<file path="src/ocg_ram.sv">
module ocg_ram #(
    parameter int WIDTH = 8,
    parameter int DEPTH = 256
) (
    input  logic                     i_clk,
    input  logic                     i_wr_en,
    input  logic [$clog2(DEPTH)-1:0] i_wr_addr,
    input  logic [WIDTH-1:0]         i_wr_data,
    input  logic                     i_rd_en,
    input  logic [$clog2(DEPTH)-1:0] i_rd_addr,
    output logic [WIDTH-1:0]         o_rd_data
);

    logic [WIDTH-1:0] r_mem [DEPTH];
    logic [WIDTH-1:0] r_rd_data;

    always_ff @(posedge i_clk) begin
        if (i_wr_en) begin
            r_mem[i_wr_addr] <= i_wr_data;
        end
        if (i_rd_en) begin
            r_rd_data <= r_mem[i_rd_addr];
        end
    end

    assign o_rd_data = r_rd_data;

endmodule

</file>
<file path="config.mk">
export PLATFORM = sky130hd
export DESIGN_NAME = ocg_ram
export DESIGN_NICKNAME = d
export VERILOG_FILES = /design/src/ocg_ram.sv
export SDC_FILE = /design/constraint.sdc
export NUM_CORES = 2
export LEC_CHECK = 0
export BUFFER_PORTS_ARGS = -buffer_cell sky130_fd_sc_hd__buf_2
export CAP_MARGIN = 10
export CORE_MARGIN = 5
export CORE_UTILIZATION = 57
export CTS_CLUSTER_DIAMETER = 200
export CTS_CLUSTER_SIZE = 40
export DETAILED_ROUTE_END_ITERATION = 8
export PLACE_DENSITY = 0.76
export SLEW_MARGIN = 20
export SYNTH_ARGS = -nofsm -noshare
export SYNTH_HDL_FRONTEND = slang
export SYNTH_SLANG_ARGS = --single-unit
</file>
<file path="constraint.sdc">
create_clock -name i_clk -period 2.3 [get_ports i_clk]
set_input_delay 0.23 -clock i_clk [delete_from_list [all_inputs] [get_ports i_clk]]
set_output_delay 0.23 -clock i_clk [all_outputs]
set_load 0.005 [all_outputs]
</file>
Word level (Yosys, flattened, before mapping)

Memory sizes are Yosys's and may differ from the RTL's. A register that Yosys moved wholly into a read port is not among the register bits.
Index checks and enable logic that the tools add are counted.

Bits in registers: 0
RAM bits: 2048
Input port bits: 27
Output and inout port bits: 8
Logic and storage cells: 3
Memories: 1

Memories:

| memory | words | width | rd ports | clocked after memory_dff | wr ports | line | text |
|---|---|---|---|---|---|---|---|
| r_mem  | 256   | 8     | 1        | 1                        | 1        | 14   | `logic [WIDTH-1:0] r_mem [DEPTH];` |

Multiplexer cells: 2

Operator list:

| kind    | count |
|---|---|
| $mux W1 | 2 |

Logic depth before layout (Yosys ltp)

Depth after elaboration: 2
Mapped depth: 11
Mapped depth without buffers: 6

Worst setup path before layout

OpenSTA, ideal clock, no wires.

Kind: in2reg
Start: input port i_rd_addr[0]
End: register r_rd_data[2] (netlist: o_rd_data[2]) (read register of r_mem) (data pin)
Library setup time: 0.269 ns
Arrival: 2.037 ns
Data required time: 2.031 ns
Setup slack: -0.006 ns
Cell stages on the path: 9
Path buffers: 4
Cell sequence: buf_6 > buf_12 > buf_8 > buf_2 > mux4_2 > a22oi_1 > a21oi_1 > nor4_1 > nor4_2

RTL lines:

| element         | line | text |
|---|---|---|
| start, declared | 10   | `input logic [$clog2(DEPTH)-1:0] i_rd_addr,` |
| end, declared   | 15   | `logic [WIDTH-1:0] r_rd_data;` |

==> results.py <==
metrics = {
    "worst_setup_path": {
        "cp-start-kind": "flip-flop",
        "critPathRequiredTime_ps": 2800,
        "path_class": "reg -> reg",
        "crit_path_end_kind": "flip-flop",
        "worstPathArrival_ps": 2820,
        "cp_max_fo": 1,
    },
    "floorplan": {
        "die_h_um": 383.8,
        "die_x_um": 383.8,
        "ios": 35,
        "coreArea_sq_mm": 0.1392,
        "fp-row-count": 137,
        "initial_core_util_pct": 57.21,
        "dieArea_sq_mm": 0.1473,
    },
    "clocking": {
        "cts_root_buf": "clkbuf_16",
        "h-tree-depth": 2,
        "post_cts_buffers": 0,
        "cts_tree": "done",
        "cts.clk_slew.worst_paths_ps": 130,
        "cts_buffers": 57,
        "clockBufferDepth": 3,
        "numClockSinks": 2056,
        "clk_latency_ps": 760,
    },
    "finish": {
        "nets": 4348,
        "drive_gt1_share_pct": 31.19,
        "area_growth_pct": 12.08,
        "fin_area_sq_mm": 0.08926,
    },
    "logic_synthesis": {
        "yosys_warnings": 0,
        "ys.flop_type": "edfxtp_1",
        "ys_seq_area_share_pct": 77.53,
        "synthCells": 3733,
        "avgSynthCellArea_sq_um": 21.33,
        "synth_area_sq_mm": 0.07964,
        "ys_types": 54,
        "synthArstFlopShare_pct": 0,
        "synth_fp_nets": 3760,
        "ys_ff_latch": 2056,
        "synth_edf_count": 2056,
    },
    "worst_hold_path": {
        "hold_path_class": "in -> reg",
    },
    "timing": {
        "finalSetupViolations": 4,
        "post-route-min-period_ps": 2319,
        "worst_clock_skew_ps": 28.14,
        "rsz0062_at_grt": "true",
        "timing.fmax_mhz": 431.1,
        "fin_ws_ps": -19.46,
        "drv_slew": 0,
        "hold_viol_final": 0,
        "worst_slew_pin_slew_ps": 729.2,
        "relSlewSlack_pct": 51.39,
        "period_share_pct": 100.8,
    },
    "power": {
        "leakage_nw": 28.29,
        "power_density_mw_per_mm2": 675.6,
        "peakVddDrop_v": 0.0009567,
    },
    "global_route": {
        "grt_pass1_vias": 40770,
        "overflow": 0,
        "grt_util_all_layers_pct": 26.24,
        "grt_pass1_wl_mm": 280.7,
        "grt_max_degree": 81,
        "antenna_found_initial": 8,
    },
    "routing": {
        "wirelength_mm": 193.1,
        "drc": 0,
        "via_count": 40990,
        "wl_per_cell_um": 31.14,
        "via_per_inst": 6.610,
        "drt_iter0_markers": 6417,
        "firstDrtPassIters": 7,
        "postRouteAntennaNets": 0,
    },
    "placement": {
        "gp_congestion": 0.9149,
        "placed_area_sq_mm": 0.08728,
        "portBuffers": 34,
        "pre_cts_slack_ps": -1025,
        "hpwlAfterDp_mm": 128.9,
    },
    "flow_run": {
        "drv_cap": 0,
    },
    "outcome": {
        "violations": "negative setup slack",
        "outcome": "finished, violations left",
    },
}
## where the power goes
part	switching (W)	internal, W	total, W
combinational	0.00262	0.00184	0.00445
clock	0.00997	0.00455	0.0145
sequential	0.0000687	0.0413	0.0413
total	0.0127	0.0476	0.0603
## area by class of cell
type | count | area (sq um)
Timing Repair Buffer | 762 | 6723
Multi-Input combinational cell | 1442 | 16960
Fill cell | 9013 | 49930
Clock inverter | 3 | 47.55
Clock buffer | 57 | 1426
Inverter | 2 | 7.507
Sequential cell | 2056 | 61740
Tap cell | 1876 | 2347
Antenna cell | 4 | 10.01
## cells in the final DEF (no fill, tap or decap), drive strengths merged, types with 28 or more instances in the layout
master	instances
nand2	33
nand3	34
o22ai	28
clkbuf	65
a21oi	96
nor2b	31
edfxtp	2056
nor2	282
a22oi	133
mux4	456
mux2i	134
buf	748
o221ai	47
## per-layer routing
layer	wire length, um	up-vias	part of all wire (%)	GRT usage [%]
li1	-	16680	-	-
met1	70400	21380	36	36.95
met2	94060	2583	49	42.02
met3	21620	341	11	5.939
met4	7012	6	3.6	7.855
met5	36	-	0.019	0
## final timing paths
path	slack [ps]	endpoint	depth (start not counted)	startpoint
setup reg to reg	-20	o_rd_data[5]	6	r_mem[82][5]
hold reg to reg	1190	o_rd_data[5]	8	r_mem[32][5]
setup / recovery	-20	o_rd_data[5]	6	r_mem[82][5]
hold / removal	80	r_mem[240][0]	1	i_wr_data[0]
## per-stage QoR
step | cells | setup TNS, ps | power, W | hold slack (ps) | util, %
after detailed placement | 6138 | -6970 | 0.04645 | 694.8 | 62.71
final | 6202 | -67.71 | 0.06030 | 76.37 | 64.13
after global routing | 6198 | -286.0 | 0.06206 | 44.50 | 64.12
after global placement | 6138 | -6754 | 0.04634 | 700.5 | 62.71
after CTS | 6199 | -136.9 | 0.06038 | 33.43 | 64.03
after floorplan | 3733 | 0 | 0.04415 | 328.9 | -
## synth_stat cells (5+ instances only)
cell type | n | area, sq um
nor3_1 | 22 | 110.1
a221oi_1 | 13 | 113.9
buf_12 | 8 | 160.2
buf_1 | 22 | 82.58
and2_1 | 6 | 37.54
a21oi_1 | 96 | 480.5
mux2i_1 | 134 | 1341
nand4_1 | 10 | 62.56
buf_6 | 21 | 236.5
o22ai_1 | 28 | 175.2
o21ai_0 | 10 | 50.05
a22o_1 | 8 | 70.07
nor4_1 | 24 | 150.1
nor2b_1 | 31 | 193.9
nand2b_1 | 8 | 50.05
buf_2 | 31 | 155.2
a211oi_1 | 16 | 120.1
mux4_2 | 454 | 10220
edfxtp_1 | 2056 | 61740
o221ai_1 | 46 | 402.9
buf_4 | 27 | 202.7
o211ai_1 | 10 | 75.07
o22a_1 | 5 | 43.79
clkbuf_1 | 111 | 416.7
nor2_1 | 282 | 1059
buf_8 | 13 | 195.2
a22oi_1 | 133 | 998.5
nand3_1 | 34 | 170.2
nand2_1 | 33 | 123.9
## flip-flops by register name, indices dropped and copies added (netlist names)
signal     flops
o_rd_data      8
r_mem       2048
## kinds of logic (layout without fill, tap and decap cells)
logic type             Yosys count  count (layout)  synth area share, %
flip-flops                    2056            2056                77.53
AO/OA/AOI/OAI                  385             385                3.416
other                            0               4                    0
buffers and inverters          235             824                1.829
multiplexers                   591             591                14.60
AND/OR/NAND/NOR                466             466                2.625
## repair_timing
action                                 in CTS  in global routing
endpoints found under the hold margin     125                  0
pin swaps                                  22                 14
setup endpoints to repair                   8                  8
resized for setup                          56                 28
hold buffers                                6                  0
## critical path, cell delays in order, from the launching register on
cell and delay (ps):
edfxtp_1 390, mux4_2 500, a22o_4 300, a221oi_4 290, o32ai_2 140, nor3_2 370
nor4_2 100
No activity file was read; power rests on OpenSTA's default activity.
