File: config.mk
export PLATFORM = sky130hd
export DESIGN_NAME = ocg_engine
export DESIGN_NICKNAME = d
export VERILOG_FILES = /design/src/ocg_pkg.sv /design/src/ocg_engine.sv
export SDC_FILE = /design/constraint.sdc
export NUM_CORES = 1
export LEC_CHECK = 0
export BUFFER_PORTS_ARGS = -buffer_cell sky130_fd_sc_hd__buf_2
export CORE_MARGIN = 10
export CORE_UTILIZATION = 55
export DETAILED_ROUTE_END_ITERATION = 12
export PLACE_DENSITY_LB_ADDON = 0.25
export SYNTH_ARGS = -nofsm -noshare
export SYNTH_HDL_FRONTEND = slang
export SYNTH_SLANG_ARGS = --single-unit
File: constraint.sdc
create_clock -name i_clk -period 5.9 [get_ports i_clk]
set_input_delay 1.18 -clock i_clk [delete_from_list [all_inputs] [get_ports i_clk]]
set_output_delay 1.18 -clock i_clk [all_outputs]
set_load 0.02 [all_outputs]
File: src/ocg_pkg.sv
package ocg_pkg;

    localparam int GRID_WIDTH  = 256;
    localparam int GRID_HEIGHT = 256;
    localparam int GRID_CELLS  = GRID_WIDTH * GRID_HEIGHT;
    localparam int ADDR_W      = $clog2(GRID_CELLS);
    localparam int DIM_W       = 13;
    localparam int COST_W      = 8;
    localparam int PADDR_W     = 4;
    localparam int PDATA_W     = 32;

    localparam logic [COST_W-1:0] COST_UNKNOWN = 8'd255;
    localparam logic [COST_W-1:0] COST_MAX     = 8'd254;

    typedef enum logic [1:0] {
        OP_MARK  = 2'd0,
        OP_CLEAR = 2'd1,
        OP_READ  = 2'd2
    } t_op;

    typedef enum logic [1:0] {
        REG_MAP_WIDTH      = 2'd0,
        REG_MAP_HEIGHT     = 2'd1,
        REG_COST_INCREMENT = 2'd2,
        REG_COST_DECREMENT = 2'd3
    } t_reg;

    typedef struct packed {
        logic [1:0] operation;
        logic [7:0] cell_x;
        logic [7:0] cell_y;
        logic [7:0] robot_x;
        logic [7:0] robot_y;
    } t_in_item;

    typedef struct packed {
        logic [7:0] cell_cost;
        logic [7:0] cells_cleared;
        logic       in_bounds;
    } t_out_item;

    typedef struct packed {
        logic [8:0]        map_width;
        logic [8:0]        map_height;
        logic [COST_W-1:0] cost_increment;
        logic [COST_W-1:0] cost_decrement;
    } t_cfg;

    typedef struct packed {
        logic              wr_en;
        logic [ADDR_W-1:0] wr_addr;
        logic [COST_W-1:0] wr_data;
        logic              rd_en;
        logic [ADDR_W-1:0] rd_addr;
    } t_ram_req;

    function automatic logic cell_inside(input logic [7:0] x, input logic [7:0] y,
                                         input t_cfg cfg);
        return (DIM_W'(x) < DIM_W'(cfg.map_width)) && (DIM_W'(y) < DIM_W'(cfg.map_height))
            && (DIM_W'(x) < DIM_W'(GRID_WIDTH)) && (DIM_W'(y) < DIM_W'(GRID_HEIGHT));
    endfunction

    function automatic logic [ADDR_W-1:0] cell_addr(input logic [7:0] x, input logic [7:0] y);
        return ADDR_W'(ADDR_W'(y) * ADDR_W'(GRID_WIDTH)) + ADDR_W'(x);
    endfunction

    function automatic logic [7:0] step_toward(input logic [7:0] a, input logic [7:0] b);
        logic [7:0] res;
        res = a;
        if (a < b) begin
            res = a + 8'd1;
        end else if (a > b) begin
            res = a - 8'd1;
        end
        return res;
    endfunction

    function automatic logic [COST_W-1:0] mark_cost(input logic [COST_W-1:0] now,
                                                    input logic [COST_W-1:0] inc);
        logic [COST_W-1:0] res;
        res = COST_MAX;
        if (now == COST_UNKNOWN) begin
            res = '0;
        end else if (inc < COST_MAX && now < COST_MAX - inc) begin
            res = now + inc;
        end
        return res;
    endfunction

    function automatic logic [COST_W-1:0] clear_cost(input logic [COST_W-1:0] now,
                                                     input logic [COST_W-1:0] dec);
        logic [COST_W-1:0] res;
        res = now - dec;
        if (now == COST_UNKNOWN || now < dec) begin
            res = '0;
        end
        return res;
    endfunction

endpackage

File: src/ocg_engine.sv
module ocg_engine (
    input  logic                           i_clk,
    input  logic                           i_rst_n,
    input  ocg_pkg::t_cfg                  i_cfg,
    input  logic                           i_in_valid,
    output logic                           o_in_stall,
    input  ocg_pkg::t_in_item              i_in_item,
    output logic                           o_out_valid,
    input  logic                           i_out_stall,
    output ocg_pkg::t_out_item             o_out_item,
    output ocg_pkg::t_ram_req              o_ram,
    input  logic [ocg_pkg::COST_W-1:0]     i_rd_data
);

    import ocg_pkg::*;

    typedef enum logic [4:0] {
        S_INIT   = 5'b00001,
        S_IDLE   = 5'b00010,
        S_LOOK   = 5'b00100,
        S_WALK   = 5'b01000,
        S_RESULT = 5'b10000
    } t_state;

    localparam logic [ADDR_W-1:0] LAST_ADDR = ADDR_W'(GRID_CELLS - 1);

    t_state            r_state,     n_state;
    logic [ADDR_W-1:0] r_init_addr, n_init_addr;
    t_in_item          r_item,      n_item;
    logic [7:0]        r_x,         n_x;
    logic [7:0]        r_y,         n_y;
    logic              r_pend_valid, n_pend_valid;
    logic [ADDR_W-1:0] r_pend_addr, n_pend_addr;
    logic [COST_W-1:0] r_cost,      n_cost;
    logic [7:0]        r_count,     n_count;
    logic              r_inb,       n_inb;
    logic              r_out_valid, n_out_valid;
    t_out_item         r_out_item,  n_out_item;
    t_ram_req          ram_req;

    logic              hit_inside;
    logic [7:0]        step_x;
    logic [7:0]        step_y;
    logic              step_inside;
    logic              walk_done;
    logic [COST_W-1:0] marked;

    assign hit_inside  = cell_inside(i_in_item.cell_x, i_in_item.cell_y, i_cfg);
    assign step_x      = step_toward(r_x, r_item.robot_x);
    assign step_y      = step_toward(r_y, r_item.robot_y);
    assign step_inside = cell_inside(step_x, step_y, i_cfg);
    assign walk_done   = (r_x == r_item.robot_x) && (r_y == r_item.robot_y);
    assign marked      = mark_cost(i_rd_data, i_cfg.cost_increment);

    assign o_in_stall  = (r_state != S_IDLE);
    assign o_out_valid = r_out_valid;
    assign o_out_item  = r_out_item;
    assign o_ram       = ram_req;

    always_comb begin
        n_state      = r_state;
        n_init_addr  = r_init_addr;
        n_item       = r_item;
        n_x          = r_x;
        n_y          = r_y;
        n_pend_valid = 1'b0;
        n_pend_addr  = r_pend_addr;
        n_cost       = r_cost;
        n_count      = r_count;
        n_inb        = r_inb;
        n_out_valid  = r_out_valid && i_out_stall;
        n_out_item   = r_out_item;
        ram_req      = '0;

        // write back the cell read in the previous walk cycle
        if (r_pend_valid) begin
            ram_req.wr_en   = 1'b1;
            ram_req.wr_addr = r_pend_addr;
            ram_req.wr_data = clear_cost(i_rd_data, i_cfg.cost_decrement);
            n_count         = r_count + 8'd1;
        end

        unique case (r_state)
            S_INIT: begin
                ram_req.wr_en   = 1'b1;
                ram_req.wr_addr = r_init_addr;
                ram_req.wr_data = '0;
                n_init_addr     = r_init_addr + ADDR_W'(1);
                if (r_init_addr == LAST_ADDR) begin
                    n_state = S_IDLE;
                end
            end
            S_IDLE: begin
                if (i_in_valid) begin
                    n_item  = i_in_item;
                    n_x     = i_in_item.cell_x;
                    n_y     = i_in_item.cell_y;
                    n_cost  = '0;
                    n_count = '0;
                    n_inb   = 1'b0;
                    n_state = S_RESULT;
                    priority if (i_in_item.operation == OP_MARK
                                 || i_in_item.operation == OP_READ) begin
                        n_inb = hit_inside;
                        if (hit_inside) begin
                            ram_req.rd_en   = 1'b1;
                            ram_req.rd_addr = cell_addr(i_in_item.cell_x, i_in_item.cell_y);
                            n_state         = S_LOOK;
                        end
                    end else if (i_in_item.operation == OP_CLEAR) begin
                        n_inb = hit_inside;
                        if (hit_inside) begin
                            n_state = S_WALK;
                        end
                    end else begin
                        n_inb = 1'b0;
                    end
                end
            end
            S_LOOK: begin
                n_cost = i_rd_data;
                if (r_item.operation == OP_MARK) begin
                    ram_req.wr_en   = 1'b1;
                    ram_req.wr_addr = cell_addr(r_item.cell_x, r_item.cell_y);
                    ram_req.wr_data = marked;
                    n_cost          = marked;
                end
                n_state = S_RESULT;
            end
            S_WALK: begin
                if (walk_done) begin
                    n_state = S_RESULT;
                end else begin
                    n_x = step_x;
                    n_y = step_y;
                    if (step_inside) begin
                        ram_req.rd_en   = 1'b1;
                        ram_req.rd_addr = cell_addr(step_x, step_y);
                        n_pend_valid    = 1'b1;
                        n_pend_addr     = cell_addr(step_x, step_y);
                    end
                end
            end
            S_RESULT: begin
                if (!r_out_valid || !i_out_stall) begin
                    n_out_valid              = 1'b1;
                    n_out_item.cell_cost     = r_cost;
                    n_out_item.cells_cleared = r_count;
                    n_out_item.in_bounds     = r_inb;
                    n_state                  = S_IDLE;
                end
            end
            default: begin
                n_state = S_INIT;
            end
        endcase
    end

    always_ff @(posedge i_clk) begin
        if (!i_rst_n) begin
            r_state      <= S_INIT;
            r_init_addr  <= '0;
            r_pend_valid <= 1'b0;
            r_out_valid  <= 1'b0;
        end else begin
            r_state      <= n_state;
            r_init_addr  <= n_init_addr;
            r_pend_valid <= n_pend_valid;
            r_out_valid  <= n_out_valid;
        end
    end

    always_ff @(posedge i_clk) begin
        r_item      <= n_item;
        r_x         <= n_x;
        r_y         <= n_y;
        r_pend_addr <= n_pend_addr;
        r_cost      <= n_cost;
        r_count     <= n_count;
        r_inb       <= n_inb;
        r_out_item  <= n_out_item;
    end

    a_no_same_cell_rw: assert property (@(posedge i_clk) disable iff (!i_rst_n)
        (ram_req.rd_en && ram_req.wr_en) |-> (ram_req.rd_addr != ram_req.wr_addr))
        else $error("read and write to the same cell in one cycle");

    a_pend_after_read: assert property (@(posedge i_clk) disable iff (!i_rst_n)
        r_pend_valid |-> $past(ram_req.rd_en))
        else $error("write back without a preceding read");

    a_idle_no_write: assert property (@(posedge i_clk) disable iff (!i_rst_n)
        (r_state == S_IDLE) |-> !ram_req.wr_en)
        else $error("cost memory written while idle");

    a_cleared_in_bounds: assert property (@(posedge i_clk) disable iff (!i_rst_n)
        (r_out_valid && r_out_item.cells_cleared != 8'd0) |-> r_out_item.in_bounds)
        else $error("cells cleared reported for a hit cell outside the map");

    a_walk_ends_clean: assert property (@(posedge i_clk) disable iff (!i_rst_n)
        (r_state == S_RESULT) |-> !r_pend_valid)
        else $error("result taken with a write back outstanding");

endmodule

; After elaboration in Yosys (flattened, before gate mapping)
; Index checks and enable logic that the tools add are counted.
[classes]
add_sub_neg = 12
n_lt_le_gt_ge = 11
eq_ne = 17
n_mux = 42
bitwise_logic = 3
reduce_logical = 21
[op_table]
columns = operator, count
row1 = 2-to-1 mux 8 bit, 16
row2 = 2-to-1 mux 17 bit, 5
row3 = 2-to-1 mux 25 bit, 2
row4 = one-hot mux 25 bit (2 select lines), 1
row5 = adder 16 x 8 -> 16 bit, 3
row6 = one-hot mux 8 bit (2 select lines), 3
row7 = 2-to-1 mux 5 bit, 8
row8 = < comparator 8 x 9 -> 1 bit, 4
row9 = one-hot mux 17 bit (2 select lines), 1
row10 = < comparator 8 bit, 4
row11 = one-hot mux 5 bit (5 select lines), 1
row12 = adder 8 x 1 -> 8 bit (second input constant), 3
row13 = adder 16 x 1 -> 16 bit (second input constant), 1
row14 = == test 16 bit (second input constant), 1
row15 = == test 8 bit, 2
row16 = greater-than comparator 8 bit, 2
row17 = subtractor 8 x 1 -> 8 bit (second input constant), 2
row18 = inequality test 2 bit (second input constant), 5
row19 = adder 8 bit, 1
row20 = == test 8 bit (second input constant), 1
row21 = < comparator 8 bit (second input constant), 1
row22 = subtractor 8 bit, 1
row23 = subtractor 8 bit (first input constant), 1
row24 = AND reduction 2 bit, 3
row25 = 18 further kinds, 34
[totals]
ff_bits = 123
input_bits = 80
output_inout_bits = 61
elab_cells = 124

; Longest topological paths before layout
[logic_depth]
ltp_word = 8
depth_mapped = 19
mapped_depth_nobuf = 16

; Least setup slack after synthesis
; OpenSTA, ideal clock, no wires.
[synth_path]
path_kind = reg2out
from = register r_x[1]
to = output o_ram[0] (netlist name)
arrival_time_ns = 3.708
t_required_ns = 4.720
setup_slack_ns = 1.012
path_stages_with_launch = 19
n_path_buf = 3
cell_sequence = edfxtp_1 ha_1 nor2b_1 o211ai_1 nand2_1 a21boi_1 buf_2 mux2_2 xnor2_1 ha_1 a21oi_1 nor2_1 a211oi_1 o21ai_0 nor4_1 and3_1 buf_4 buf_4 a22o_1
[synth_lines]
columns = item, line_no
row1 = from (decl), ocg_engine.sv:30  ; logic [7:0] r_x, n_x;
row2 = from (signal assigned), ocg_engine.sv:175  ; r_x <= n_x;
row3 = to (decl), ocg_engine.sv:11  ; output ocg_pkg::t_ram_req o_ram,

==> flow_metrics.tcl <==
set metrics [dict create \
    routed-via-count 6141 \
    core_area_sq_mm 0.0133 \
    maxSlewViolCount 0 \
    timing.critical_path.slowest_stage_cell "sky130_fd_sc_hd__edfxtp_1" \
    timing.final.crit_share 0.967 \
    portBuffers 140 \
    drt-initial-drc-count 504 \
    worst_setup_hold_path_clk_slew_ns 0.06 \
    cap_violations 0 \
    postPlaceCellArea_sq_mm 0.00848 \
    total_power_w 0.00253 \
    p_leak_nw 4.25 \
    grt_remaining_overflow 0 \
    initial_utilization 0.564 \
    worstHoldPathType "register to register" \
    setup_viol 0 \
    synth_seq_cells 123 \
    cts.hold.buffers_added 0 \
    tns_ns 0 \
    num_rows 42 \
    final-hold-violation-count 0 \
    floorplan.die.width_um 137 \
    proportion_of_power_drawn_by_combinational_gates 0.182 \
    cts-buffers-inserted 17 \
    drt.antenna.violating_nets 0 \
    timing.clock.skew_ns 0.0103 \
    power.share.switching 0.285 \
    vias_per_cell 5.79 \
    detail_route.drc_violations 0 \
    seq_area_frac_synth 0.449 \
    drt_wl_total_um 19800 \
    clk-insertion-delay-late_ns 0.42 \
    post_synth_inst_count 708 \
    initial_antenna_violation_count 1 \
    internal_power_w 0.00181 \
    io_pins 141 \
    crit_family "compound AO/OA/AOI/OAI gates" \
    arrival_time_of_the_worst_setup_path_ns 4.53 \
    tritoncts "built" \
    setup.worst_path.end_class "output pin" \
    timing_worst_setup_path_type "register to output pin" \
    grt_pass1_vias 6247 \
    die_height_um 137 \
    powerDensity_mw_per_mm2 276 \
    cts_root_buf "sky130_fd_sc_hd__clkbuf_16" \
    seq_power_share 0.414 \
    cts.path.max_buffers 2 \
    switchingPower_w 0.000720 \
    wire_length_of_the_first_global_routing_pass_um 31500 \
    fp.dieArea_sq_mm 0.0188 \
    multi_input_comb_area_sq_mm 0.00385 \
    timing.critical_path.fanout_max 14 \
    worst_margin_pin_slew_ns 0.902 \
    mean_instance_size_in_the_synthesized_netlist_sq_um 10.6 \
    post_drt_wl_per_cell_um 18.7 \
    setup_repair_after_global_routing_missed_its_margin "false" \
    global_route.usage.total 0.214 \
    fmax_mhz 175 \
    relSlewSlack 0.399 \
    seqCellArea_sq_mm 0.00338 \
    dominantRegCellSynth "sky130_fd_sc_hd__edfxtp_1" \
    drive_above_1_share 0.257 \
    synthesized_nets 865 \
    post_synth_instance_area_sq_mm 0.00753 \
    areaGrowthSynthToFinish_pct 21.5 \
    largest_net_degree_at_the_start_of_global_routing 33 \
    placed_cells_incl_taps 1023 \
    clock_tree.htree_level_count 4 \
    post-route-cell-area_sq_mm 0.00915 \
    place_hpwl_um 15100 \
    critical_path.max_stage_delay_ns 0.49 \
    finalNetCount 1027 \
    synthesis_warning_total 0 \
    critical_path_buf_inv_count 3 \
    number_of_enable_type_register_cells_in_the_synthesized_netlist 92 \
    crit_path_cell_trace "ha_1, a211o_1, a21oi_1, a21boi_1, buf_4, mux2i_1, xor2_1, ha_1, a21o_1, a21oi_1, o22ai_1, nor4_1, and3_1, buf_4, a22o_1, buf_2" \
    run_status "complete, no violations" \
    final_instance_count_without_filler_cells 1060 \
    cts_sinks 123 \
    finalWeightedCongestion 0.957 \
    worst-endpoint-required_ns 4.72 \
    power.share.clock 0.404 \
    yosysUniqueCellTypes 64 \
    ir_drop_uv 200 \
    ys_async_sr_fraction 0 \
    startpoint_type_of_the_worst_setup_path "register" \
    first_pass_iters 6 \
    final.min_clock_period_ns 5.71 \
    final_core_utilization 0.686 \
    fill_cells 1068 \
]
## logic make-up after synthesis
logic type,after synthesis,synth area share
AND/OR/NAND/NOR,205,0.143
AO/OA/AOI/OAI,130,0.123
flip-flops,123,0.449
buffers and inverters,88,0.0472
adder cells (fa/ha/maj),77,0.130
XOR/XNOR,53,0.0616
multiplexers,32,0.0453
## cells in the mapped netlist, types with 5 or more instances
cell type	number	area, sq um
sky130_fd_sc_hd__clkbuf_1	8	30.0
sky130_fd_sc_hd__o21a_1	8	60.1
sky130_fd_sc_hd__edfxtp_1	92	2760
sky130_fd_sc_hd__nor2b_1	8	50.1
sky130_fd_sc_hd__nand4_1	12	75.1
sky130_fd_sc_hd__nor3_1	11	55.1
sky130_fd_sc_hd__ha_1	75	938
sky130_fd_sc_hd__a21o_1	14	105
sky130_fd_sc_hd__xnor2_1	22	193
sky130_fd_sc_hd__o21ai_0	21	105
sky130_fd_sc_hd__and4_1	5	43.8
sky130_fd_sc_hd__a222oi_1	16	160
sky130_fd_sc_hd__nand3_1	13	65.1
sky130_fd_sc_hd__a22o_1	16	140
sky130_fd_sc_hd__mux2i_1	15	150
sky130_fd_sc_hd__or3_1	6	37.5
sky130_fd_sc_hd__a21oi_1	22	110
sky130_fd_sc_hd__xor2_1	31	272
sky130_fd_sc_hd__and2_1	6	37.5
sky130_fd_sc_hd__and3_1	8	50.1
sky130_fd_sc_hd__dfxtp_1	31	621
sky130_fd_sc_hd__nand2_1	51	191
sky130_fd_sc_hd__nor2_1	51	191
sky130_fd_sc_hd__o21ai_1	5	25.0
sky130_fd_sc_hd__nand2b_1	5	31.3
sky130_fd_sc_hd__mux2_2	17	191
sky130_fd_sc_hd__inv_1	71	267
## path summary, 6_finish.rpt
path                           startpoint                       end  slack, ns  cells after the start
hold / removal    r_cost[0]$_SDFFCE_PN0P_   o_out_item[9]$_DFFE_PP_       0.42                      0
setup reg to reg         r_y[5]$_DFFE_PP_  r_pend_addr[3]$_DFFE_PP_       1.86                     14
setup / recovery         r_y[5]$_DFFE_PP_                  o_ram[2]       0.19                     16
hold reg to reg   r_cost[0]$_SDFFCE_PN0P_   o_out_item[9]$_DFFE_PP_       0.42                      0
## stage by stage
stage / hold slack, ns / setup slack (ns)
after floorplan: 0.400 / 1.01
after global placement: 0.405 / 0.839
after detailed placement: 0.406 / 0.511
after CTS: 0.418 / 0.0227
after global routing: 0.435 / 0.0126
final: 0.417 / 0.195
## registers in the layout, summed over array words and instances, names as in the netlist, 5 cells and up
signal	count
r_item	34
o_out_item	17
r_init_addr	16
r_pend_addr	16
r_cost	8
r_count	8
r_x	8
r_y	8
r_state	5
## layout by cell type (no fill, tap or decap), types with 19 or more instances in the layout
master and n:
sky130_fd_sc_hd__buf_2 140, sky130_fd_sc_hd__edfxtp_1 92, sky130_fd_sc_hd__ha_1 75, sky130_fd_sc_hd__inv_1 71, sky130_fd_sc_hd__nand2_1 51, sky130_fd_sc_hd__nor2_1 51
sky130_fd_sc_hd__dfxtp_1 31, sky130_fd_sc_hd__xor2_1 29, sky130_fd_sc_hd__a21oi_1 22, sky130_fd_sc_hd__o21ai_0 21, sky130_fd_sc_hd__xnor2_1 19
## power by group through the flow
stage               clock [W]  combinational [W]  sequential (W)
finish                0.00102           0.000459         0.00105
global route          0.00108           0.000516         0.00105
CTS                   0.00103           0.000452         0.00105
detailed placement          0           0.000442         0.00106
global placement            0           0.000423         0.00106
floorplan                   0           0.000313         0.00105
## layer usage
layer | global-route usage | share of wire | vias to the layer above | routed length, um
met5 | 0 | 0 | - | 0
met4 | 0.0837 | 0.022 | 0 | 431
met3 | 0.0543 | 0.068 | 33 | 1350
met2 | 0.360 | 0.50 | 224 | 9970
met1 | 0.255 | 0.41 | 2968 | 8020
li1 | - | - | 2916 | -
## timing repair
action	CTS	global route
setup endpoints to repair	0	17
gates resized for setup	0	11
setup buffers	0	4
endpoints found under the hold margin	0	0
## layout make-up
cell class	count	area share
Tap cell	176	0.0241
Inverter	73	0.0299
Sequential cell	123	0.370
Multi-Input combinational cell	497	0.420
Antenna cell	1	0.000273
Timing Repair Buffer	158	0.0917
Clock inverter	14	0.0159
Clock buffer	18	0.0480
Power figures use the tool's default switching activity.
