**config.mk**
```make
export PLATFORM = sky130hd
export DESIGN_NAME = ocg_cfg_regs
export DESIGN_NICKNAME = d
export VERILOG_FILES = /design/src/ocg_pkg.sv /design/src/ocg_cfg_regs.sv
export SDC_FILE = /design/constraint.sdc
export NUM_CORES = 1
export LEC_CHECK = 0
export ABC_AREA = 1
export CAP_MARGIN = 5
export CORE_UTILIZATION = 34
export DETAILED_ROUTE_END_ITERATION = 10
export DONT_BUFFER_PORTS = 1
export PLACE_DENSITY_LB_ADDON = 0.2
export SLEW_MARGIN = 15
export SYNTH_ARGS = -nofsm -noshare
export SYNTH_HDL_FRONTEND = slang
export SYNTH_SLANG_ARGS = --single-unit
```
**constraint.sdc**
```tcl
create_clock -name i_clk -period 0.8 [get_ports i_clk]
set_input_delay 0.04 -clock i_clk [delete_from_list [all_inputs] [get_ports i_clk]]
set_output_delay 0.04 -clock i_clk [all_outputs]
set_load 0.01 [all_outputs]
```
**src/ocg_pkg.sv**
```systemverilog
package ocg_pkg;

    localparam int GRID_WIDTH  = 256;
    localparam int GRID_HEIGHT = 256;
    localparam int GRID_CELLS  = GRID_WIDTH * GRID_HEIGHT;
    localparam int ADDR_W      = $clog2(GRID_CELLS);
    localparam int DIM_W       = 13;
    localparam int COST_W      = 8;
    localparam int PADDR_W     = 4;
    localparam int PDATA_W     = 32;

    localparam logic [COST_W-1:0] COST_UNKNOWN = 8'd255;
    localparam logic [COST_W-1:0] COST_MAX     = 8'd254;

    typedef enum logic [1:0] {
        OP_MARK  = 2'd0,
        OP_CLEAR = 2'd1,
        OP_READ  = 2'd2
    } t_op;

    typedef enum logic [1:0] {
        REG_MAP_WIDTH      = 2'd0,
        REG_MAP_HEIGHT     = 2'd1,
        REG_COST_INCREMENT = 2'd2,
        REG_COST_DECREMENT = 2'd3
    } t_reg;

    typedef struct packed {
        logic [1:0] operation;
        logic [7:0] cell_x;
        logic [7:0] cell_y;
        logic [7:0] robot_x;
        logic [7:0] robot_y;
    } t_in_item;

    typedef struct packed {
        logic [7:0] cell_cost;
        logic [7:0] cells_cleared;
        logic       in_bounds;
    } t_out_item;

    typedef struct packed {
        logic [8:0]        map_width;
        logic [8:0]        map_height;
        logic [COST_W-1:0] cost_increment;
        logic [COST_W-1:0] cost_decrement;
    } t_cfg;

    typedef struct packed {
        logic              wr_en;
        logic [ADDR_W-1:0] wr_addr;
        logic [COST_W-1:0] wr_data;
        logic              rd_en;
        logic [ADDR_W-1:0] rd_addr;
    } t_ram_req;

    function automatic logic cell_inside(input logic [7:0] x, input logic [7:0] y,
                                         input t_cfg cfg);
        return (DIM_W'(x) < DIM_W'(cfg.map_width)) && (DIM_W'(y) < DIM_W'(cfg.map_height))
            && (DIM_W'(x) < DIM_W'(GRID_WIDTH)) && (DIM_W'(y) < DIM_W'(GRID_HEIGHT));
    endfunction

    function automatic logic [ADDR_W-1:0] cell_addr(input logic [7:0] x, input logic [7:0] y);
        return ADDR_W'(ADDR_W'(y) * ADDR_W'(GRID_WIDTH)) + ADDR_W'(x);
    endfunction

    function automatic logic [7:0] step_toward(input logic [7:0] a, input logic [7:0] b);
        logic [7:0] res;
        res = a;
        if (a < b) begin
            res = a + 8'd1;
        end else if (a > b) begin
            res = a - 8'd1;
        end
        return res;
    endfunction

    function automatic logic [COST_W-1:0] mark_cost(input logic [COST_W-1:0] now,
                                                    input logic [COST_W-1:0] inc);
        logic [COST_W-1:0] res;
        res = COST_MAX;
        if (now == COST_UNKNOWN) begin
            res = '0;
        end else if (inc < COST_MAX && now < COST_MAX - inc) begin
            res = now + inc;
        end
        return res;
    endfunction

    function automatic logic [COST_W-1:0] clear_cost(input logic [COST_W-1:0] now,
                                                     input logic [COST_W-1:0] dec);
        logic [COST_W-1:0] res;
        res = now - dec;
        if (now == COST_UNKNOWN || now < dec) begin
            res = '0;
        end
        return res;
    endfunction

endpackage

```
**src/ocg_cfg_regs.sv**
```systemverilog
module ocg_cfg_regs (
    input  logic                          i_clk,
    input  logic                          i_rst_n,
    input  logic                          psel,
    input  logic                          penable,
    input  logic                          pwrite,
    input  logic [ocg_pkg::PADDR_W-1:0]   paddr,
    input  logic [ocg_pkg::PDATA_W-1:0]   pwdata,
    output logic [ocg_pkg::PDATA_W-1:0]   prdata,
    output logic                          pready,
    output ocg_pkg::t_cfg                 o_cfg
);

    import ocg_pkg::*;

    t_cfg r_cfg;
    t_reg reg_sel;

    assign reg_sel = t_reg'(paddr[3:2]);
    assign pready  = 1'b1;
    assign o_cfg   = r_cfg;

    always_ff @(posedge i_clk) begin
        if (!i_rst_n) begin
            r_cfg.map_width      <= 9'd256;
            r_cfg.map_height     <= 9'd256;
            r_cfg.cost_increment <= 8'd10;
            r_cfg.cost_decrement <= 8'd10;
        end else if (psel && penable && pwrite) begin
            unique case (reg_sel)
                REG_MAP_WIDTH:      r_cfg.map_width      <= pwdata[8:0];
                REG_MAP_HEIGHT:     r_cfg.map_height     <= pwdata[8:0];
                REG_COST_INCREMENT: r_cfg.cost_increment <= pwdata[7:0];
                REG_COST_DECREMENT: r_cfg.cost_decrement <= pwdata[7:0];
            endcase
        end
    end

    always_comb begin
        unique case (reg_sel)
            REG_MAP_WIDTH:      prdata = PDATA_W'(r_cfg.map_width);
            REG_MAP_HEIGHT:     prdata = PDATA_W'(r_cfg.map_height);
            REG_COST_INCREMENT: prdata = PDATA_W'(r_cfg.cost_increment);
            REG_COST_DECREMENT: prdata = PDATA_W'(r_cfg.cost_decrement);
        endcase
    end

endmodule

```
Word level (Yosys, flattened, before mapping)
Cells that the tools add are included.
{"block": "op_classes", "eq_ne": 3, "mux": 1, "n_reduce_logical": 7}
{"op": "$pmux 32 s4", "count": 1}
{"op": "$reduce_and 2->1", "count": 4}
{"op": "$eq 2x2->1 const B", "count": 2}
{"op": "$eq 2x1->1 const B", "count": 1}
{"op": "$logic_and 1x1->1", "count": 2}
{"op": "$logic_not 2->1", "count": 1}
{"block": "totals", "register_bits": 34, "in_bits": 41, "out_inout_bits": 67, "elab_cells": 15}

Longest topological paths before layout
Gate-level depths: netlist of run 1.
{"block": "depth", "word_depth": 3, "ltp_mapped": 6, "mapped_depth_nobuf": 5}

Worst setup path after synthesis of run 1
OpenSTA, ideal clock, no wires.
{"block": "synth_path", "path_type": "input-to-reg", "startpoint": "in psel", "endpoint": "reg r_cfg, in the netlist o_cfg[17]", "setup_ns": 0.113, "arrival_ns": 0.656, "required_time_ns": 0.687, "setup_slack_ns": 0.031, "stages": 6, "n_path_buf": 1, "path_cell_list": "nand2_1 nor2_1 clkbuf_1 nand3_1 nand2_1 nor2_1"}
{"block": "synth_via", "elab_chain_cells": 3}
{"item": "from (decl)", "line_no": "ocg_cfg_regs.sv:4", "rtl": "input logic psel,"}
{"item": "$logic_and 1x1->1 (2 in series)", "line_no": "ocg_cfg_regs.sv:29", "rtl": "end else if (psel && penable && pwrite) begin"}
{"item": "$reduce_and 2->1 (no source line)"}
{"item": "to (decl)", "line_no": "ocg_cfg_regs.sv:16", "rtl": "t_cfg r_cfg;"}
No other way between the ends.
A chain may end at the register's enable or synchronous reset.

Worst setup path in the final report of run 1
{"block": "layout_path", "startpoint": "reg r_cfg, in the netlist o_cfg[1]", "endpoint": "out prdata[1] (netlist name)"}
{"block": "layout_via", "elab_chain_cells": 1}
{"item": "$pmux 32 s4", "line_no": "ocg_cfg_regs.sv:40", "rtl": "unique case (reg_sel)"}
{"item": "to (decl)", "line_no": "ocg_cfg_regs.sv:9", "rtl": "output logic [ocg_pkg::PDATA_W-1:0] prdata,"}
No other way between the ends. The select of a mux whose other input is x is not followed.

==> flow_metrics.env, run 1 <==
export IMPL_route_detailed_drc=0
export IMPL_worst_hold_path_num_cells=1
export IMPL_path_max_fanout=3
export IMPL_boundaryPins=108
export IMPL_rrSetupSlack_ns=0.08
export IMPL_grt_use_total=0.181
export IMPL_p_leak_nw=1.08
export IMPL_syn_cell_area_mm2=0.00177
export IMPL_cts_sinks=34
export IMPL_via_count=1746
export IMPL_violations="hold timing, setup timing"
export IMPL_synthSimpleGateAreaFrac=0.441
export IMPL_diodes=0
export IMPL_outcome="complete, but fails checks"
export IMPL_critPathCaptureType="output pin"
export IMPL_tns_ns=-0.944
export IMPL_fin_nets=353
export IMPL_grt_max_degree=35
export IMPL_ys_seq_area_frac=0.384
export IMPL_critPathLaunchType="register"
export IMPL_cts_buffers=5
export IMPL_cellPowerDensity_mw_per_mm2=1590
export IMPL_wl_per_cell_um=12.4
export IMPL_cap_violations=0
export IMPL_die_w_um=74.2
export IMPL_clk_latency_ns=0.28
export IMPL_largest_reg_flops=34
export IMPL_antenna_left=0
export IMPL_place_gp_congestion=0.729
export IMPL_grt_pass1_wl_um=7480
export IMPL_startpoint="o_cfg[1]"
export IMPL_clock_path_buffers=2
export IMPL_final_setup_skew_ns=0
export IMPL_clock_fmax_mhz=1090
export IMPL_synth_adder_area_share=0
export IMPL_worst_setup_path_type="reg -> out"
export IMPL_core_area_mm2=0.00488
export IMPL_overflow=0
export IMPL_synth_mux_area_frac=0
export IMPL_synth_top_family_by_area="simple AND/OR/NAND/NOR gates"
export IMPL_routed_wl_um=4700
export IMPL_postSynthAreaPerCell_um2=6.57
export IMPL_die_height_um=74.2
export IMPL_area_delta_synth_final_pct=31.9
export IMPL_dp_cells=370
export IMPL_synth_compound_area_frac=0.0106
export IMPL_worst_hold_slack_ns=-0.156
export IMPL_dr_pass1_iters=4
export IMPL_cts_tree="built"
export IMPL_drv_slew=0
export IMPL_grt_pass1_vias=1587
export IMPL_synth_xor_area_frac=0
export IMPL_crit_arrival_ns=0.87
export IMPL_min_period_over_period=1.14
export IMPL_cts_root_buf="clkbuf_8"
export IMPL_ir_drop_mv=0.910
export IMPL_rsz0062_at_grt="true"
export IMPL_drive_gt1_frac=0.326
export IMPL_rows=25
export IMPL_r2r_end="o_cfg[22]"
export IMPL_setup_viol=10
export IMPL_htreeDepth=2
export IMPL_synth_cell_types=17
export IMPL_final_hold_viol_count=34
export IMPL_port_buffers=0
export IMPL_stdcell_count=380
export IMPL_antenna_found_initial=0
export IMPL_fin_ws_ns=-0.114
export IMPL_period_needed_ns=0.914
export IMPL_crit_end="prdata[1]"
export IMPL_critPathRequiredTime_ns=0.76
export IMPL_r2r_cells=3
export IMPL_dpl_hpwl_um=3300
export IMPL_yosys_warnings=0
export IMPL_drtIter0Drc=104
export IMPL_die_area_mm2=0.00551
export IMPL_r2r_start="o_cfg[22]"
export IMPL_clk_pin_slew_ns=0.07
export IMPL_synth_seq_cells=34
export IMPL_hold_class="in -> reg"
export IMPL_vias_per_cell=4.59
export IMPL_netlist_instances=270
export IMPL_start_util=0.364
-- cell usage after synthesis --
library cell	instances	area share
nor2_1	57	0.12
nand2_1	77	0.16
nor2_4	2	0.013
a22o_1	1	0.0049
buf_6	1	0.0063
inv_1	10	0.021
conb_1	2	0.0042
o21ai_0	2	0.0056
buf_1	2	0.0042
inv_2	2	0.0042
clkbuf_1	3	0.0063
buf_4	26	0.11
nor2_2	5	0.018
dfxtp_1	34	0.38
nand4_1	8	0.028
nand3_1	35	0.099
buf_2	3	0.0085
-- report_power, final --
group | internal [mW] | switching (mW) | total [mW]
combinational | 0.171 | 0.277 | 0.448
sequential | 1.73 | 0.0383 | 1.76
clock | 0.870 | 0.628 | 1.50
total | 2.77 | 0.943 | 3.71
-- through the flow --
step / hold WS (ns) / area, um2 / setup slack [ns] / utilization / total power [mW]
after floorplan: 0.166 / 1860 / 0.0307 / - / 2.20
after global placement: 0.131 / 2050 / 0.0441 / 0.420 / 2.22
after detailed placement: 0.134 / 2050 / 0.0315 / 0.420 / 2.22
after CTS: -0.167 / 2240 / -0.129 / 0.458 / 3.73
after global routing: -0.173 / 2340 / -0.150 / 0.479 / 3.88
final: -0.156 / 2340 / -0.114 / 0.479 / 3.71
-- cell type report --
| cell class | count | area [um2] |
|---|---|---|
| Clock buffer | 8 | 110 |
| Fill cell | 537 | 2540 |
| Inverter | 12 | 45.0 |
| Multi-Input combinational cell | 211 | 898 |
| Sequential cell | 34 | 733 |
| Tap cell | 67 | 83.8 |
| Timing Repair Buffer | 48 | 469 |
-- layout by cell type (no fill, tap or decap) --
| cell | Yosys | routed |
|---|---|---|
| a22o_1 | 1 | 1 |
| buf_4 | 26 | 19 |
| buf_6 | 1 | 29 |
| clkbuf_8 | 0 | 8 |
| conb_1 | 2 | 24 |
| dfxtp_2 | 0 | 30 |
| dfxtp_4 | 0 | 4 |
| inv_1 | 10 | 10 |
| inv_2 | 2 | 2 |
| nand2_1 | 77 | 75 |
| nand2_2 | 0 | 2 |
| nand3_1 | 35 | 35 |
| nand4_1 | 8 | 8 |
| nor2_1 | 57 | 56 |
| nor2_2 | 5 | 6 |
| nor2_4 | 2 | 2 |
| o21ai_0 | 2 | 2 |
-- worst max-delay path: stages (launching register included) --
cell,delay (ns)
dfxtp_4,0.37
nand2_2,0.06
nand4_1,0.17
-- kinds of logic (layout without fill, tap and decap cells) --
kind of cell           Yosys count  count (layout)
flip-flops                      34              34
AND/OR/NAND/NOR                184             184
other                            2              24
buffers and inverters           47              68
AO/OA/AOI/OAI                    3               3
-- how the worst min path moves through the flow --
stage | from | end | slack (ns)
floorplan | pwdata[3] | o_cfg[11] | 0.17
global placement | i_rst_n | o_cfg[33] | 0.13
detailed placement | i_rst_n | o_cfg[1] | 0.13
CTS | i_rst_n | o_cfg[33] | -0.17
global route | i_rst_n | o_cfg[24] | -0.17
finish | i_rst_n | o_cfg[24] | -0.16
-- routing by layer --
| layer | vias up | wire, um | GRT usage |
|---|---|---|---|
| li1 | 882 | - | - |
| met2 | 58 | 2220 | 0.304 |
| met4 | 0 | 48 | 0.0440 |
| met3 | 6 | 298 | 0.0610 |
| met1 | 800 | 2130 | 0.223 |
| met5 | - | 0 | 0 |
-- repair_timing --
item                                    4_1_cts  5_1_grt
buffers inserted                              1        1
resized for setup                            43       26
endpoints found under the hold margin        34       34
endpoints found under the setup margin       38       38
pin swaps                                    15        5
(Power assumes the default switching activity.)
==> run 2: changes to the inputs <==
Settings changed: PLACE_DENSITY_LB_ADDON 0.2 to not set.
==> run 2 against run 1 <==
The flow still finishes with violations (hold timing, setup timing). Flip-flop and latch count stayed put. Final area is 0.37% higher. Clock power is 17% lower. Worst hold slack better by 0.0051 ns. Highest routed layer unchanged.
==> flow_metrics.env, run 2 (same netlist as run 1, synthesis figures left out) <==
export IMPL_critPathCaptureType="output pin"
export IMPL_die_area_mm2=0.00551
export IMPL_start_util=0.364
export IMPL_p_leak_nw=1.07
export IMPL_period_needed_ns=0.915
export IMPL_clk_latency_ns=0.28
export IMPL_grt_use_total=0.179
export IMPL_stdcell_area_mm2=0.00235
export IMPL_boundaryPins=108
export IMPL_pwr_share_comb=0.131
export IMPL_cts_root_buf="clkbuf_8"
export IMPL_route_detailed_drc=0
export IMPL_overflow=0
export IMPL_dp_cells=370
export IMPL_rows=25
export IMPL_clockPowerShare=0.359
export IMPL_wl_per_cell_um=12.1
export IMPL_seqPwrFrac=0.510
export IMPL_netSwitchingPower_uw=897
export IMPL_worst_hold_slack_ns=-0.151
export IMPL_htreeDepth=2
export IMPL_place_gp_congestion=0.722
export IMPL_dp_slack_ns=-0.0335
export IMPL_cts_buffers=5
export IMPL_die_height_um=74.2
export IMPL_setup_viol=12
export IMPL_area_delta_synth_final_pct=32.4
export IMPL_rsz0062_at_grt="true"
export IMPL_ir_drop_mv=0.834
export IMPL_clk_pin_slew_ns=0.06
export IMPL_clock_fmax_mhz=1090
export IMPL_drtIter0Drc=130
export IMPL_cellPowerDensity_mw_per_mm2=1470
export IMPL_final_hold_viol_count=34
export IMPL_mostFrequentLayoutCells="nand2_1 (73), nor2_1 (56), nand3_1 (35)"
export IMPL_fin_ws_ns=-0.115
export IMPL_min_period_over_period=1.14
export IMPL_stdcell_count=379
export IMPL_largest_reg_flops=34
export IMPL_hold_class="in -> reg"
export IMPL_final_core_util=0.481
export IMPL_worst_setup_path_type="reg -> out"
export IMPL_antenna_found_initial=0
export IMPL_grt_max_degree=35
export IMPL_grt_pass1_vias=1577
export IMPL_routed_wl_um=4590
export IMPL_sw_frac_of_total=0.259
export IMPL_vias_per_cell=4.60
export IMPL_place_area_mm2=0.00206
export IMPL_path_max_fanout=3
export IMPL_cts_sinks=34
export IMPL_die_w_um=74.2
export IMPL_critPathRequiredTime_ns=0.76
export IMPL_core_area_mm2=0.00488
export IMPL_grt_pass1_wl_um=7440
export IMPL_power_mw=3.46
export IMPL_outcome="complete, but fails checks"
export IMPL_p_int_mw=2.57
export IMPL_antenna_left=0
export IMPL_crit_arrival_ns=0.87
export IMPL_dr_pass1_iters=4
export IMPL_drive_gt1_frac=0.330
export IMPL_port_buffers=0
export IMPL_clock_path_buffers=2
export IMPL_cts_tree="built"
export IMPL_via_count=1744
export IMPL_diodes=0
export IMPL_cap_violations=0
export IMPL_final_common_cell="nand2_1"
export IMPL_drv_slew=0
export IMPL_fin_nets=354
export IMPL_final_setup_skew_ns=0
export IMPL_critPathLaunchType="register"
export IMPL_dpl_hpwl_um=3230
export IMPL_violations="hold timing, setup timing"
export IMPL_tns_ns=-1.07
-- run 2: cell count changes in the layout (fill, tap and decap cells not counted), sizes merged --
cell	previous run	this run
clkbuf	8	6
buf	48	49
-- run 2: critical path, cell delays in order (launching register included) --
cell	delay, ns
dfxtp_2	0.35
nand2_1	0.06
nand4_1	0.17
-- run 2: timing repair --
item	4_1_cts	5_1_grt
gates resized for setup	41	33
setup buffers	0	3
setup endpoints to repair	37	36
pin swaps	16	7
hold endpoints to repair	34	34
-- run 2: power by group through the flow --
stage	combinational, mW	sequential, mW	clock (mW)
after floorplan	0.386	1.81	0
after global placement	0.422	1.80	0
after detailed placement	0.425	1.80	0
after CTS	0.430	1.77	1.28
after global routing	0.514	1.77	1.34
final	0.455	1.76	1.24
-- run 2: metal layers --
| layer | up-vias | share of wire | global-route usage |
|---|---|---|---|
| li1 | 883 | - | - |
| met1 | 787 | 0.43 | 0.225 |
| met2 | 66 | 0.47 | 0.294 |
| met3 | 8 | 0.082 | 0.0488 |
| met4 | 0 | 0.016 | 0.0692 |
| met5 | - | 0 | 0 |
-- run 2: final timing paths --
| path | from | to | slack (ns) | depth (start not counted) |
|---|---|---|---|---|
| max | o_cfg[4] | prdata[4] | -0.11 | 2 |
| min | i_rst_n | o_cfg[3] | -0.15 | 1 |
| max reg2reg | o_cfg[16] | o_cfg[16] | 0.19 | 2 |
| min reg2reg | o_cfg[9] | o_cfg[9] | 0.48 | 2 |
-- run 2: cell type report --
class | count | area [um2]
repair buffers | 49 | 500
inverters | 12 | 45.0
multi-input cells | 211 | 903
flip-flops and latches | 34 | 733
fillers | 525 | 2530
well taps | 67 | 83.8
clock buffers | 6 | 82.6
==> run 3: changes to the inputs <==
Settings changed: ABC_AREA 1 to 0.
==> run 3 against run 2 <==
The flow still finishes with violations (hold timing, setup timing). Synthesized cell count decreased by 39%. Utilization is 1.3 points lower. Sequential share of layout area rose by 1.2 points. First-iteration DRC count down 78%. Clock-buffer cell count is 1 higher. Clock skew unchanged. Setup slack worse by 0.24 ns. Area after synthesis decreased by 2.8%. Combinational power decreased by 39%. Largest cell class unchanged. Highest routed layer unchanged.
==> flow_metrics.env, run 3 <==
export IMPL_stdcell_count=272
export IMPL_htreeDepth=2
export IMPL_final_core_util=0.469
export IMPL_drv_slew=0
export IMPL_routed_wl_um=3920
export IMPL_synth_cell_types=16
export IMPL_worst_hold_path_num_cells=2
export IMPL_postSynthAreaPerCell_um2=10.5
export IMPL_grtUsageMet1=0.164
export IMPL_synth_common_cells="nand2_1 (36), mux2i_1 (35), dfxtp_1 (34), buf_4 (27), nor2b_1 (9)"
export IMPL_drive_gt1_frac=0.473
export IMPL_grt_max_degree=46
export IMPL_cts_sinks=34
export IMPL_power_mw=3.29
export IMPL_synth_main_ff_cell="dfxtp_1"
export IMPL_via_count=1192
export IMPL_clk_pin_slew_ns=0.07
export IMPL_multiInputGateArea_um2=882
export IMPL_cts_tree="built"
export IMPL_netlist_instances=164
export IMPL_core_area_mm2=0.00479
export IMPL_sw_frac_of_total=0.229
export IMPL_met3_usage=0.0760
export IMPL_fin_ws_ns=-0.357
export IMPL_cellPowerDensity_mw_per_mm2=1470
export IMPL_fillers=484
export IMPL_start_util=0.360
export IMPL_fin_nets=245
export IMPL_mostFrequentLayoutCells="nand2_1 (35), mux2i_1 (34), dfxtp_2 (32)"
export IMPL_die_w_um=73.2
export IMPL_setup_viol=13
export IMPL_grt_pass1_vias=1140
export IMPL_critPathSlowestCell="mux4_2"
export IMPL_worst_hold_slack_ns=-0.106
export IMPL_port_buffers=0
export IMPL_area_delta_synth_final_pct=30.1
export IMPL_clock_path_buffers=2
export IMPL_min_period_over_period=1.45
export IMPL_hold_class="in -> reg"
export IMPL_worst_setup_path_type="reg -> out"
export IMPL_place_gp_congestion=0.714
export IMPL_final_common_cell="nand2_1"
export IMPL_diodes=0
export IMPL_route_detailed_drc=0
export IMPL_crit_arrival_ns=1.12
export IMPL_tns_ns=-3.18
export IMPL_vias_per_cell=4.38
export IMPL_cp_depth=1
export IMPL_synth_top_area_share=0.395
export IMPL_use_met2=0.246
export IMPL_hold_buffers=3
export IMPL_die_height_um=73.2
export IMPL_boundaryPins=108
export IMPL_critPathCaptureType="output pin"
export IMPL_wl_per_cell_um=14.4
export IMPL_place_area_mm2=0.00195
export IMPL_cp_top_family="multiplexers"
export IMPL_antenna_left=0
export IMPL_yosys_warnings=0
export IMPL_drtIter0Drc=28
export IMPL_grt_pass1_wl_um=5730
export IMPL_violations="hold timing, setup timing"
export IMPL_cap_violations=0
export IMPL_seqPwrFrac=0.525
export IMPL_netSwitchingPower_uw=752
export IMPL_clock_fmax_mhz=864
export IMPL_clockPowerShare=0.390
export IMPL_ir_drop_mv=0.974
export IMPL_dpl_hpwl_um=2710
export IMPL_stdcell_area_mm2=0.00224
export IMPL_grt_use_total=0.148
export IMPL_yosysMostFrequentCell="nand2_1"
export IMPL_dp_cells=258
export IMPL_p_int_mw=2.54
export IMPL_outcome="complete, but fails checks"
export IMPL_synth_seq_cells=34
export IMPL_path_max_fanout=2
export IMPL_overflow=0
export IMPL_rows=25
export IMPL_period_needed_ns=1.16
export IMPL_ys_async_sr_fraction=0
export IMPL_synth_top_area_cell="dfxtp_1"
export IMPL_dr_pass1_iters=4
export IMPL_clk_latency_ns=0.28
export IMPL_grt_busiest_layer="met2"
export IMPL_final_setup_skew_ns=0
export IMPL_p_leak_nw=0.996
export IMPL_pwr_share_comb=0.085
export IMPL_synth_edf_count=0
export IMPL_cp_slowest_stage_delay_ns=0.52
export IMPL_cts_root_buf="clkbuf_8"
export IMPL_final_hold_viol_count=34
export IMPL_cts_buffers=5
export IMPL_ys_seq_area_frac=0.395
export IMPL_regArea_um2=728
export IMPL_path_buf_inv=0
export IMPL_critPathRequiredTime_ns=0.76
export IMPL_r2r_cells=4
export IMPL_antenna_found_initial=0
export IMPL_syn_cell_area_mm2=0.00172
export IMPL_dp_slack_ns=-0.0636
export IMPL_die_area_mm2=0.00536
export IMPL_ys_top_cells_by_area="dfxtp_1 (39%), mux2i_1 (20%), buf_4 (12%), mux4_2 (10%), nand2_1 (7.8%)"
export IMPL_rsz0062_at_grt="true"
export IMPL_cp_cell_sequence="mux4_2"
export IMPL_critPathLaunchType="register"
export IMPL_largest_reg_flops=34
[run 3: timing repair]
action / in CTS / in global routing
resized for setup: 5 / 48
setup buffers: 0 / 3
pin swaps: 1 / 1
endpoints found under the hold margin: 34 / 33
endpoints found under the setup margin: 11 / 40
[run 3: final timing paths]
check / from / end / slack [ns]
max: o_cfg[1] / prdata[1] / -0.36
min: i_rst_n / o_cfg[26] / -0.11
max reg2reg: o_cfg[1] / o_cfg[1] / -0.04
min reg2reg: o_cfg[15] / o_cfg[15] / 0.57
[run 3: kinds of logic (layout without fill, tap and decap cells)]
kind of cell           after synthesis  after routing  share of synthesized area
and+or+nand+nor                     51             51                      0.147
muxes                               43             43                      0.308
DFF                                 34             34                      0.395
other                                2             24                    0.00436
buffers and inverters               34             53                      0.147
[run 3: power by group through the flow]
| stage | registers [mW] | logic, mW | clock network, mW |
|---|---|---|---|
| 2_1_floorplan | 1.78 | 0.316 | 0 |
| 3_3_place_gp | 1.77 | 0.246 | 0 |
| 3_5_place_dp | 1.77 | 0.248 | 0 |
| 4_1_cts | 1.72 | 0.262 | 1.33 |
| 5_1_grt | 1.73 | 0.303 | 1.42 |
| 6_report | 1.73 | 0.278 | 1.28 |
[run 3: area by class of cell]
class                           count  area share
Clock buffer                        7      0.0385
Clock inverter                      1     0.00223
Multi-Input combinational cell    118       0.393
Sequential cell                    34       0.325
Tap cell                           67      0.0374
Timing Repair Buffer               45       0.204
[run 3: layer usage]
layer	part of all wire	wire length, um
met1	0.39	1530
met2	0.50	1980
met3	0.10	391
met4	0.0069	27
met5	0	0
